==> src/rtl/tst_pkg.sv <==
// ----------------------------------------------------------------------------
// tst_pkg
// shared constants, codes and types of the timer slot table
// ----------------------------------------------------------------------------
package tst_pkg;

   localparam int TIMER_SLOTS = 16;
   localparam int SLOT_W = (TIMER_SLOTS > 1) ? $clog2(TIMER_SLOTS) : 1;
   localparam logic [SLOT_W-1:0] LAST_SLOT = SLOT_W'(TIMER_SLOTS - 1);

   localparam logic [2:0] CMD_CREATE  = 3'd0;
   localparam logic [2:0] CMD_CANCEL  = 3'd1;
   localparam logic [2:0] CMD_RESTART = 3'd2;
   localparam logic [2:0] CMD_QUERY   = 3'd3;
   localparam logic [2:0] CMD_TICK    = 3'd4;

   localparam logic [1:0] KIND_STATUS = 2'd0;
   localparam logic [1:0] KIND_FIRED  = 2'd1;
   localparam logic [1:0] KIND_END    = 2'd2;

   localparam logic [1:0] ST_OK      = 2'd0;
   localparam logic [1:0] ST_NULL    = 2'd1;
   localparam logic [1:0] ST_IN_USE  = 2'd2;
   localparam logic [1:0] ST_NO_SLOT = 2'd3;

   typedef enum logic [2:0] {
      S_IDLE,
      S_SCAN,
      S_FINISH,
      S_TCHECK,
      S_TFIRE,
      S_TDEC,
      S_TEND
   } state_type;

   typedef struct packed {
      logic        active;
      logic [7:0]  handle;
      logic [31:0] period;
      logic [31:0] deadline;
      logic [31:0] repeats;
   } slot_rd_type;

   typedef struct packed {
      logic              clear_en;
      logic [SLOT_W-1:0] clear_idx;
      logic              fill_en;
      logic [SLOT_W-1:0] fill_idx;
      logic [7:0]        handle;
      logic [31:0]       period;
      logic [31:0]       repeats;
      logic              dl_en;
      logic [SLOT_W-1:0] dl_idx;
      logic [31:0]       deadline;
      logic              rep_en;
      logic [SLOT_W-1:0] rep_idx;
      logic [31:0]       rep_value;
   } slot_wr_type;

endpackage

==> src/rtl/tst_alu.sv <==
// ----------------------------------------------------------------------------
// tst_alu
// shared 32-bit add/subtract unit used by the finish, tick-check, fire and decrement steps of the sequencer
// ----------------------------------------------------------------------------
module tst_alu (
   input  logic [31:0] alu_a,
   input  logic [31:0] alu_b,
   input  logic        alu_sub,
   output logic [31:0] alu_sum
);

   logic [31:0] b_op;

   assign b_op    = alu_sub ? ~alu_b : alu_b;
   assign alu_sum = alu_a + b_op + {31'd0, alu_sub};

endmodule

==> src/rtl/tst_store.sv <==
// ----------------------------------------------------------------------------
// tst_store
// slot register file: active bits and handles cleared by reset, timing
// fields written by create, restart and the tick pass, one read port
// ----------------------------------------------------------------------------
module tst_store (
   input  logic                       clock,
   input  logic                       reset,
   input  tst_pkg::slot_wr_type       wr,
   input  logic [tst_pkg::SLOT_W-1:0] rd_idx,
   output tst_pkg::slot_rd_type       rd
);

   logic [tst_pkg::TIMER_SLOTS-1:0] active_ff;
   logic [tst_pkg::TIMER_SLOTS-1:0] active_in;
   logic [7:0]  handle_ff   [tst_pkg::TIMER_SLOTS];
   logic [31:0] period_ff   [tst_pkg::TIMER_SLOTS];
   logic [31:0] deadline_ff [tst_pkg::TIMER_SLOTS];
   logic [31:0] repeats_ff  [tst_pkg::TIMER_SLOTS];

   // a fill after a clear of the same slot wins
   always_comb begin
      active_in = active_ff;
      if (wr.clear_en) begin
         active_in[wr.clear_idx] = 1'b0;
      end
      if (wr.fill_en) begin
         active_in[wr.fill_idx] = 1'b1;
      end
   end

   always_ff @(posedge clock) begin
      if (reset) begin
         active_ff <= '0;
      end else begin
         active_ff <= active_in;
      end
   end

   always_ff @(posedge clock) begin
      for (int i = 0; i < tst_pkg::TIMER_SLOTS; i++) begin
         if (reset) begin
            handle_ff[i] <= 8'd0;
         end else if (wr.fill_en && (int'(wr.fill_idx) == i)) begin
            handle_ff[i] <= wr.handle;
         end else if (wr.clear_en && (int'(wr.clear_idx) == i)) begin
            handle_ff[i] <= 8'd0;
         end
      end
   end

   always_ff @(posedge clock) begin
      if (wr.fill_en) begin
         period_ff[wr.fill_idx]  <= wr.period;
         repeats_ff[wr.fill_idx] <= wr.repeats;
      end
      if (wr.rep_en) begin
         repeats_ff[wr.rep_idx] <= wr.rep_value;
      end
      if (wr.dl_en) begin
         deadline_ff[wr.dl_idx] <= wr.deadline;
      end
   end

   assign rd.active   = active_ff[rd_idx];
   assign rd.handle   = handle_ff[rd_idx];
   assign rd.period   = period_ff[rd_idx];
   assign rd.deadline = deadline_ff[rd_idx];
   assign rd.repeats  = repeats_ff[rd_idx];

endmodule

==> src/rtl/timer_slot_table.sv <==
// ----------------------------------------------------------------------------
// timer_slot_table
// table of timer slots keyed by nonzero handles: create, cancel, restart,
// query and a tick that fires every due slot in ascending order
// ----------------------------------------------------------------------------
// One word is taken at a time; req_ready is high only while the sequencer is
// idle. Every command but tick scans all TIMER_SLOTS slots, one per cycle through
// the single read port of the slot file, then uses the shared adder in S_FINISH
// to apply the change and load the status word. A tick checks each slot in turn
// in S_TCHECK with the due compare, goes to S_TFIRE for each fired slot to
// advance its deadline and load the fired word, to S_TDEC when a counted repeat
// is decremented, and to S_TEND for the end-of-tick word. A fired or status word
// waits
// in the output register while the sequencer goes on, so rsp_ready stalls the
// sequencer only when a second word is ready before the first is taken.
// ----------------------------------------------------------------------------
module timer_slot_table (
   input  logic               clock,
   input  logic               reset,
   input  logic               req_valid,
   output logic               req_ready,
   input  logic [2:0]         req_command,
   input  logic [31:0]        req_now_ms,
   input  logic [7:0]         req_callback_id,
   input  logic [31:0]        req_interval_ms,
   input  logic signed [31:0] req_repeat_count,
   output logic               rsp_valid,
   input  logic               rsp_ready,
   output logic [1:0]         rsp_result_kind,
   output logic [7:0]         rsp_fired_id,
   output logic [1:0]         rsp_status,
   output logic               rsp_is_active,
   output logic               rsp_last
);

   tst_pkg::state_type state_ff, state_in;

   logic [tst_pkg::SLOT_W-1:0] idx_ff, idx_in;
   logic [2:0]  cmd_ff, cmd_in;
   logic [31:0] now_ff, now_in;
   logic [7:0]  id_ff, id_in;
   logic [31:0] interval_ff, interval_in;
   logic [31:0] repeat_ff, repeat_in;

   logic match_found_ff, match_found_in;
   logic [tst_pkg::SLOT_W-1:0] match_idx_ff, match_idx_in;
   logic free_found_ff, free_found_in;
   logic [tst_pkg::SLOT_W-1:0] free_idx_ff, free_idx_in;

   logic       rsp_valid_ff, rsp_valid_in;
   logic [1:0] kind_ff, kind_in;
   logic [7:0] fid_ff, fid_in;
   logic [1:0] status_ff, status_in;
   logic       act_ff, act_in;
   logic       last_ff, last_in;

   tst_pkg::slot_rd_type rd;
   tst_pkg::slot_wr_type wr;

   logic [31:0] alu_a, alu_b, alu_sum;
   logic        alu_sub;

   logic accept, out_free, last_idx, due, rep_more, hit, free_slot, rsp_load;
   logic null_id, do_fill, do_clear;
   logic [1:0] cmd_status;

   tst_alu u_alu (
      .alu_a   (alu_a),
      .alu_b   (alu_b),
      .alu_sub (alu_sub),
      .alu_sum (alu_sum)
   );

   tst_store u_store (
      .clock  (clock),
      .reset  (reset),
      .wr     (wr),
      .rd_idx (idx_ff),
      .rd     (rd)
   );

   assign accept    = (state_ff == tst_pkg::S_IDLE) && req_valid;
   assign out_free  = !rsp_valid_ff || rsp_ready;
   assign last_idx  = (idx_ff == tst_pkg::LAST_SLOT);
   assign due       = rd.active && !alu_sum[31];
   assign rep_more  = !rd.repeats[31] && (|rd.repeats[30:1]);
   assign hit       = rd.active && (rd.handle == id_ff);
   assign free_slot = !rd.active || ((cmd_ff == tst_pkg::CMD_RESTART) && hit);
   assign null_id   = (id_ff == 8'd0);

   // command outcome once the scan is done
   always_comb begin
      cmd_status = tst_pkg::ST_OK;
      do_fill    = 1'b0;
      do_clear   = 1'b0;
      case (cmd_ff)
         tst_pkg::CMD_CREATE: begin
            if (null_id) begin
               cmd_status = tst_pkg::ST_NULL;
            end else if (match_found_ff) begin
               cmd_status = tst_pkg::ST_IN_USE;
            end else if (!free_found_ff) begin
               cmd_status = tst_pkg::ST_NO_SLOT;
            end else begin
               do_fill = 1'b1;
            end
         end
         tst_pkg::CMD_CANCEL: begin
            if (null_id) begin
               cmd_status = tst_pkg::ST_NULL;
            end else begin
               do_clear = match_found_ff;
            end
         end
         tst_pkg::CMD_RESTART: begin
            if (null_id) begin
               cmd_status = tst_pkg::ST_NULL;
            end else begin
               do_clear = match_found_ff;
               if (!free_found_ff) begin
                  cmd_status = tst_pkg::ST_NO_SLOT;
               end else begin
                  do_fill = 1'b1;
               end
            end
         end
         tst_pkg::CMD_QUERY: begin
            if (null_id) begin
               cmd_status = tst_pkg::ST_NULL;
            end
         end
         default: begin
            cmd_status = tst_pkg::ST_OK;
         end
      endcase
   end

   // next state
   always_comb begin
      state_in = state_ff;
      case (state_ff)
         tst_pkg::S_IDLE: begin
            if (req_valid) begin
               state_in = (req_command == tst_pkg::CMD_TICK) ? tst_pkg::S_TCHECK
                                                             : tst_pkg::S_SCAN;
            end
         end
         tst_pkg::S_SCAN: begin
            if (last_idx) begin
               state_in = tst_pkg::S_FINISH;
            end
         end
         tst_pkg::S_FINISH: begin
            if (out_free) begin
               state_in = tst_pkg::S_IDLE;
            end
         end
         tst_pkg::S_TCHECK: begin
            if (due) begin
               state_in = tst_pkg::S_TFIRE;
            end else if (last_idx) begin
               state_in = tst_pkg::S_TEND;
            end
         end
         tst_pkg::S_TFIRE: begin
            if (out_free) begin
               if (rep_more) begin
                  state_in = tst_pkg::S_TDEC;
               end else if (last_idx) begin
                  state_in = tst_pkg::S_TEND;
               end else begin
                  state_in = tst_pkg::S_TCHECK;
               end
            end
         end
         tst_pkg::S_TDEC: begin
            state_in = last_idx ? tst_pkg::S_TEND : tst_pkg::S_TCHECK;
         end
         tst_pkg::S_TEND: begin
            if (out_free) begin
               state_in = tst_pkg::S_IDLE;
            end
         end
         default: begin
            state_in = tst_pkg::S_IDLE;
         end
      endcase
   end

   // outputs: adder operands, slot writes, result word
   always_comb begin
      req_ready = 1'b0;
      alu_a     = now_ff;
      alu_b     = interval_ff;
      alu_sub   = 1'b0;
      wr        = '0;
      rsp_load  = 1'b0;
      kind_in   = tst_pkg::KIND_STATUS;
      fid_in    = 8'd0;
      status_in = tst_pkg::ST_OK;
      act_in    = 1'b0;
      last_in   = 1'b0;
      case (state_ff)
         tst_pkg::S_IDLE: begin
            req_ready = 1'b1;
         end
         tst_pkg::S_FINISH: begin
            rsp_load     = out_free;
            kind_in      = tst_pkg::KIND_STATUS;
            fid_in       = id_ff;
            status_in    = cmd_status;
            act_in       = (cmd_ff == tst_pkg::CMD_QUERY) && !null_id && match_found_ff;
            last_in      = 1'b1;
            wr.clear_en  = out_free && do_clear;
            wr.clear_idx = match_idx_ff;
            wr.fill_en   = out_free && do_fill;
            wr.fill_idx  = free_idx_ff;
            wr.handle    = id_ff;
            wr.period    = interval_ff;
            wr.repeats   = repeat_ff;
            wr.dl_en     = out_free && do_fill;
            wr.dl_idx    = free_idx_ff;
            wr.deadline  = alu_sum;
         end
         tst_pkg::S_TCHECK: begin
            alu_a   = now_ff;
            alu_b   = rd.deadline;
            alu_sub = 1'b1;
         end
         tst_pkg::S_TFIRE: begin
            alu_a        = rd.deadline;
            alu_b        = rd.period;
            rsp_load     = out_free;
            kind_in      = tst_pkg::KIND_FIRED;
            fid_in       = rd.handle;
            wr.dl_en     = out_free;
            wr.dl_idx    = idx_ff;
            wr.deadline  = alu_sum;
            wr.clear_en  = out_free && (rd.repeats == 32'd1);
            wr.clear_idx = idx_ff;
         end
         tst_pkg::S_TDEC: begin
            alu_a        = rd.repeats;
            alu_b        = 32'd1;
            alu_sub      = 1'b1;
            wr.rep_en    = 1'b1;
            wr.rep_idx   = idx_ff;
            wr.rep_value = alu_sum;
         end
         tst_pkg::S_TEND: begin
            rsp_load = out_free;
            kind_in  = tst_pkg::KIND_END;
            last_in  = 1'b1;
         end
         default: begin
            req_ready = 1'b0;
         end
      endcase
   end

   // scan index, latched word and scan results
   always_comb begin
      idx_in         = idx_ff;
      cmd_in         = cmd_ff;
      now_in         = now_ff;
      id_in          = id_ff;
      interval_in    = interval_ff;
      repeat_in      = repeat_ff;
      match_found_in = match_found_ff;
      match_idx_in   = match_idx_ff;
      free_found_in  = free_found_ff;
      free_idx_in    = free_idx_ff;
      if (accept) begin
         idx_in         = '0;
         cmd_in         = req_command;
         now_in         = req_now_ms;
         id_in          = req_callback_id;
         interval_in    = req_interval_ms;
         repeat_in      = $unsigned(req_repeat_count);
         match_found_in = 1'b0;
         free_found_in  = 1'b0;
      end
      if (state_ff == tst_pkg::S_SCAN) begin
         if (hit) begin
            match_found_in = 1'b1;
            match_idx_in   = idx_ff;
         end
         if (free_slot && !free_found_ff) begin
            free_found_in = 1'b1;
            free_idx_in   = idx_ff;
         end
      end
      if (!last_idx && ((state_ff == tst_pkg::S_SCAN) ||
                        ((state_ff == tst_pkg::S_TCHECK) && !due) ||
                        ((state_ff == tst_pkg::S_TFIRE) && out_free && !rep_more) ||
                        (state_ff == tst_pkg::S_TDEC))) begin
         idx_in = idx_ff + 1'b1;
      end
   end

   assign rsp_valid_in = rsp_load ? 1'b1 : (rsp_ready ? 1'b0 : rsp_valid_ff);

   always_ff @(posedge clock) begin
      if (reset) begin
         state_ff       <= tst_pkg::S_IDLE;
         rsp_valid_ff   <= 1'b0;
         match_found_ff <= 1'b0;
         free_found_ff  <= 1'b0;
         idx_ff         <= '0;
      end else begin
         state_ff       <= state_in;
         rsp_valid_ff   <= rsp_valid_in;
         match_found_ff <= match_found_in;
         free_found_ff  <= free_found_in;
         idx_ff         <= idx_in;
      end
   end

   always_ff @(posedge clock) begin
      cmd_ff       <= cmd_in;
      now_ff       <= now_in;
      id_ff        <= id_in;
      interval_ff  <= interval_in;
      repeat_ff    <= repeat_in;
      match_idx_ff <= match_idx_in;
      free_idx_ff  <= free_idx_in;
      if (rsp_load) begin
         kind_ff   <= kind_in;
         fid_ff    <= fid_in;
         status_ff <= status_in;
         act_ff    <= act_in;
         last_ff   <= last_in;
      end
   end

   assign rsp_valid       = rsp_valid_ff;
   assign rsp_result_kind = kind_ff;
   assign rsp_fired_id    = fid_ff;
   assign rsp_status      = status_ff;
   assign rsp_is_active   = act_ff;
   assign rsp_last        = last_ff;

endmodule
==> config.mk <==
export PLATFORM = sky130hd
export DESIGN_NAME = timer_slot_table
export DESIGN_NICKNAME = d
export VERILOG_FILES = /design/src/rtl/tst_pkg.sv /design/src/rtl/tst_alu.sv /design/src/rtl/tst_store.sv /design/src/rtl/timer_slot_table.sv
export SDC_FILE = /design/constraint.sdc
export NUM_CORES = 2
export LEC_CHECK = 0
export ABC_AREA = 1
export BUFFER_PORTS_ARGS = -buffer_cell sky130_fd_sc_hd__buf_2
export CORE_MARGIN = 2
export CORE_UTILIZATION = 57
export CTS_CLUSTER_SIZE = 16
export DETAILED_ROUTE_END_ITERATION = 8
export PLACE_DENSITY = 0.76
export SYNTH_ARGS = -nofsm -noshare
export SYNTH_HDL_FRONTEND = slang
export SYNTH_SLANG_ARGS = --single-unit
==> constraint.sdc <==
create_clock -name clock -period 7 [get_ports clock]
set_clock_uncertainty 0.15 [all_clocks]
set_input_delay 0.7 -clock clock [delete_from_list [all_inputs] [get_ports clock]]
set_output_delay 0.7 -clock clock [all_outputs]
set_load 0.05 [all_outputs]
* Word level (Yosys, flattened, before mapping) *
Memories as Yosys holds them, arrays and structs flattened. A register that Yosys moved wholly into a read port is not among the register bits.
Cells that the tools add are included.

storage, ports and cells
  register bits after elaboration = 155
  bits in writable memories = 1664
  bits of input ports = 111
  output and inout bits = 16
  word-level logic and storage cells = 411
  memories = 4

cells by class
  add/sub/neg operators = 3
  $lt $le $gt $ge = 5
  equal/unequal tests = 48
  multiplexer cells = 217
  bitwise operators = 36
  reductions and logical operators = 80

memories
  name                 words  bits a word  rd ports  clocked after Yosys merged registers in  write ports  RTL line         RTL
  u_store.deadline_ff  16     32           1         1                                        1            tst_store.sv:18  logic [31:0] deadline_ff [tst_pkg::TIMER_SLOTS];
  u_store.period_ff    16     32           1         1                                        1            tst_store.sv:17  logic [31:0] period_ff [tst_pkg::TIMER_SLOTS];
  u_store.repeats_ff   16     32           1         1                                        1            tst_store.sv:19  logic [31:0] repeats_ff [tst_pkg::TIMER_SLOTS];
  u_store.handle_ff    16     8            1         1                                        16           tst_store.sv:16  logic [7:0] handle_ff [tst_pkg::TIMER_SLOTS];

operator list
  kind                                             count
  two-way mux 8 bit                                32
  two-way mux 1 bit                                143
  one-hot mux 32 bit (3 select lines)              1
  two-way mux 77 bit                               1
  one-hot mux 37 bit (2 select lines)              1
  == test 4 bit (second input constant)            17
  two-way mux 32 bit                               2
  one-hot mux 32 bit (2 select lines)              1
  logical AND 1 bit                                49
  two-way mux 4 bit                                11
  two-way mux 37 bit                               1
  adder 32 x 1 -> 32 bit                           1
  adder 32 bit                                     1
  == test 32 x 1 -> 1 bit (second input constant)  1
  == test 4 x 3 -> 1 bit (second input constant)   8
  two-way mux 16 bit                               2
  inverter 32 bit                                  1
  bitwise OR 1 bit                                 32
  OR reduction 32 bit                              1
  OR reduction 30 bit                              1
  two-way mux 3 bit                                8
  one-hot mux 3 bit (6 select lines)               1
  bitwise AND 16 bit                               1
  == test 4 x 2 -> 1 bit (second input constant)   4
  31 further kinds                                 68

* Logic depth before layout (Yosys ltp) *
  depth in word-level cells = 17
  mapped depth = 34
  gate-level depth less buffers = 27

* Hierarchy *
A second synthesis with hierarchy kept.

unflattened totals
  cells, all modules = 9733
  area total of the unflattened synthesis = 88046.9 um2

modules (own cells, without submodules)
  module            times used  cells each  area an instance (um2)  sequential area each (um2)
  tst_store         1           8387        78270.1                 50288.2
  timer_slot_table  1           867         7206.9                  4073.9
  tst_alu           1           479         2570.0                  0.0

* Least setup slack after synthesis *
No wires, ideal clock.

  kind = reg2reg
  start = reg state_ff[2]
  end = reg with a tool-made name
  library setup time = 132 ps
  data arrival time = 7358 ps
  data required time = 6718 ps
  path slack = -640 ps
  stages on the path, launching flop included = 7
  buffers on the path = 0
  clock period less this slack = 7640 ps
  path through = dfxtp_1 nor3_1 inv_1 nor2_1 inv_1 nand3_1 a21oi_1

RTL lines
  item                      RTL line                 RTL
  start: declaration        timer_slot_table.sv:36   tst_pkg::state_type state_ff, state_in;
  start signal: assignment  timer_slot_table.sv:305  state_ff <= tst_pkg::S_IDLE;
  start signal: assignment  timer_slot_table.sv:311  state_ff <= state_in;

==> results.md <==
* Postcts setup bufs at 0
* Most frequent cells in the layout: 1793 x edfxtp_1, 1091 x nor2_1, 859 x o21ai_0, 357 x nand2_1, 288 x o221ai_1
* Drt drc at 0
* Pwr/cell area at 402.1 nW/um2
* Dominant cell type by area after synthesis: edfxtp_1
* DR WL/cell at between 20 and 30 um
* Total GRT Usage at 0.3314
* Worst-margin pin slew at 1.325 ns
* CTS tree: yes
* Critical path, cell by cell: inv_8 -> buf_4 -> o21ai_0 -> o221ai_1 -> o211ai_1 -> a21oi_1 -> o21ai_0 -> ha_1 -> a21oi_1 -> nor2_1 -> nor2_1 -> o21ai_0 -> nand3_1 -> o311ai_0 -> a21oi_1 -> nand3_1 -> and2_1 -> nor2_1
* RSZ-0062 raised after global routing: no
* Crit path largest cell delay at approximately 0.79 ns
* Max Root-Sink Buffers at 3
* Post-synth EDFFs at 1793
* Adder-cell share of the synthesized area at 0.005496
* Horizontal die dimension at 364.8 um
* Sequential power share at 0.410
* Highest clock rate at around 150 MHz
* Critical path launch point type: register
* Core Region at 129300 um2
* Yosys top cell area share at 0.7255
* Core Rows at ~130
* I/O Buffers at 126
* NetSw at 12450 uW
* CTS Root Cell: clkbuf_16
* Setup Crit Path Kind: reg -> reg
* Iter 0 DRT Violations at 9305
* Global-route wire length before repair at 321.0 mm
* Grt total ovfl at 0
* Seq/Total Area, Yosys at 0.7336
* Hold path cells at 2
* I/O pin count at 127
* Setup TNS Final at 0 ns
* Lkg Pwr at 0.02848 uW
* R2R depth at 18
* Final setup viols at 0
* Worst reg-to-reg setup slack at roughly 0.43 ns
* Status: completed
* YS warnings at 0
* Sw Share at 0.3674
* CTS Buf Count at 179
* Net Count, Synth at roughly 6000
* Clk_lat worst skew at 0.84 ns
* Max rail drop VDD at 0.2866 mV
* Commonest non-fill, non-tap cell in the layout: edfxtp_1
* Complex-gate fraction of the synthesized area at 0.1332
* DIE HEIGHT at 364.8 um
* Delay-heaviest family, CP: compound AO/OA/AOI/OAI gates
* Ratio of cells with drive above 1 in the final layout at 0.1042
* Clk network pwr share at 0.276
* Synth Area in Simple Gates at 0.09230
* Worst min path class: in -> reg
* Slowest library cell on the worst path: nor2_1
* Hold wc startpoint: reset
* Pre-Repair DR Iteration Count at 7
* Post-Synthesis Cells at 5845
* Largest family of logic cells by synthesized area: compound AO/OA/AOI/OAI gates
* Placed Cells at 7520
* Area Growth Syn to Fin at 13.50%
* Final net count at roughly 6200
* Post-synthesis xor/xnor area fraction at 0.004366
* Initial Util at 0.5739
* Cell Int Power at around 21000 uW
* Crit. path cell count at 18
* Netlist cell types at 46
* Fin. max-slew vios at 0
* Worst slew margin at 0.1137
* Die Area at 133100 um2
* Hold slack at 0.1252 ns
* Ranking of synthesized cells by area: edfxtp_1 73%, o21ai_0 5.8%, nor2_1 5.8%
* CTS clk-pin slew, worst paths at 0.06 ns
* Synth Cell Area at roughly 74000 um2
* Final Hold Fails at 0
* Min Tclk post-route at 6.566 ns
* Largest net degree at the start of global routing at 123
* Main flop type after synthesis: edfxtp_1
* Final period utilization at 0.9380
* Max Cap Viol at 0
* WP buf/inv at 2
* Comb pwr share at 0.314
* Detailed-route vias per instance at 6.589
* Critical Path AT at between 6 and 7 ns
* DPL Wire Length at 130.6 mm
* Final wirelength at 223.8 mm
* Multiplexer share of the synthesized area at 0
* Critical Path RT at 7.32 ns
* Final std cells w/o fill at 7954
* CTS sink count at 1823
* Register bit total from synthesis at 1823
* GP Congestion at ~0.99
* H-Tree Depth at 4
* Mean post-synth cell area at 12.70 um2
* Vias in the first global route at between 40000 and 50000
* Antenna viol nets, final at 0
* Initial antenna violation count at 3
* Crit Path Max Fanout at between 100 and 150
* Async SR Flop Fraction at 0
* Via count at 52406
* CP Capture Type: register
## cells in the mapped netlist (22+ instances only)
cell and count:
edfxtp_1 1793, nor2_1 1142, o21ai_0 860, nand2_1 357
clkbuf_1 302, o221ai_1 288, nand3_1 184, inv_1 169
a21oi_1 126, o211ai_1 122, o22ai_1 117, o21ai_1 89
buf_2 56, ha_1 31, dfxtp_1 30, xor2_1 24
a31oi_1 22, buf_1 22
## worst register-to-register path: stages (launching register included)
cell and delay (ns):
dfxtp_4 0.49, inv_8 0.59, buf_4 0.55, o21ai_0 0.14, o221ai_1 0.16, o211ai_1 0.29
a21oi_1 0.58, o21ai_0 0.39, ha_1 0.47, a21oi_1 0.27, nor2_1 0.08, nor2_1 0.13
o21ai_0 0.12, nand3_1 0.10, o311ai_0 0.13, a21oi_1 0.27, nand3_1 0.22, and2_1 0.31
nor2_1 0.79
## final cells by class
cell class              count  area, um2
diodes                      1      2.502
clock buffers             222       4747
clock inverters           104      875.8
fillers                  8855      45080
inverters                 178      693.2
multi-input cells        3449      17850
flip-flops and latches   1823      54460
well taps                1742       2180
repair buffers            435       3431
## stage by stage
| step | setup WS (ns) | util | power [uW] | area, um2 |
|---|---|---|---|---|
| final | 0.4341 | 0.6514 | 33870 | 84240 |
| after global routing | 0.1168 | 0.6514 | 34870 | 84240 |
| after CTS | 0.1905 | 0.6513 | 33400 | 84230 |
| after detailed placement | 0.2524 | 0.5996 | 24180 | 77540 |
| after global placement | 0.3504 | 0.5996 | 23990 | 77540 |
| after floorplan | 1.351 | - | 20130 | 74220 |
## logic make-up after synthesis
logic type / Yosys count
flops: 1823
simple gates: 1733
compound gates: 1647
buf+inv: 573
xor+xnor: 37
fa+ha+maj: 32
## path summary, 6_finish.rpt
check	endpoint
max reg2reg	u_store.deadline_ff[2][31]$_DFFE_PP_
min	match_found_ff$_SDFF_PP0_
min reg2reg	u_store.active_ff[6]$_SDFF_PP0_
max	u_store.deadline_ff[2][31]$_DFFE_PP_
## power groups by stage
| stage | Clock [uW] | Sequential [uW] | Combinational, uW |
|---|---|---|---|
| 2_1_floorplan | 0 | 14000 | 6150 |
| 3_3_place_gp | 0 | 14100 | 9920 |
| 3_5_place_dp | 0 | 14100 | 10100 |
| 4_1_cts | 9330 | 13800 | 10200 |
| 5_1_grt | 9760 | 13900 | 11200 |
| 6_report | 9350 | 13900 | 10600 |
## sequential cells by signal, summed over array words and instances (netlist names), 2 cells and up, named ones only
name	count
cmd_ff	3
free_idx_ff	4
id_ff	8
idx_ff	4
interval_ff	32
match_idx_ff	4
now_ff	32
repeat_ff	32
rsp_fired_id	8
rsp_result_kind	2
rsp_status	2
state_ff	3
u_store.active_ff	16
u_store.deadline_ff	512
u_store.handle_ff	128
u_store.period_ff	512
u_store.repeats_ff	512
## repair_timing
action / CTS / global route
setup endpoints to repair: 0 / 32
resized for setup: 0 / 2
endpoints found under the hold margin: 107 / 0
hold buffers: 107 / 0
## per-layer routing
layer / vias to the layer above / track usage / wire [um]
met3: 709 / 0.07927 / 30150
met4: 0 / 0.1964 / 14540
li1: 22273 / - / -
met2: 4124 / 0.4979 / 100600
met5: - / 0 / 0
met1: 25300 / 0.4430 / 78500
No activity file was read; power rests on OpenSTA's default activity.
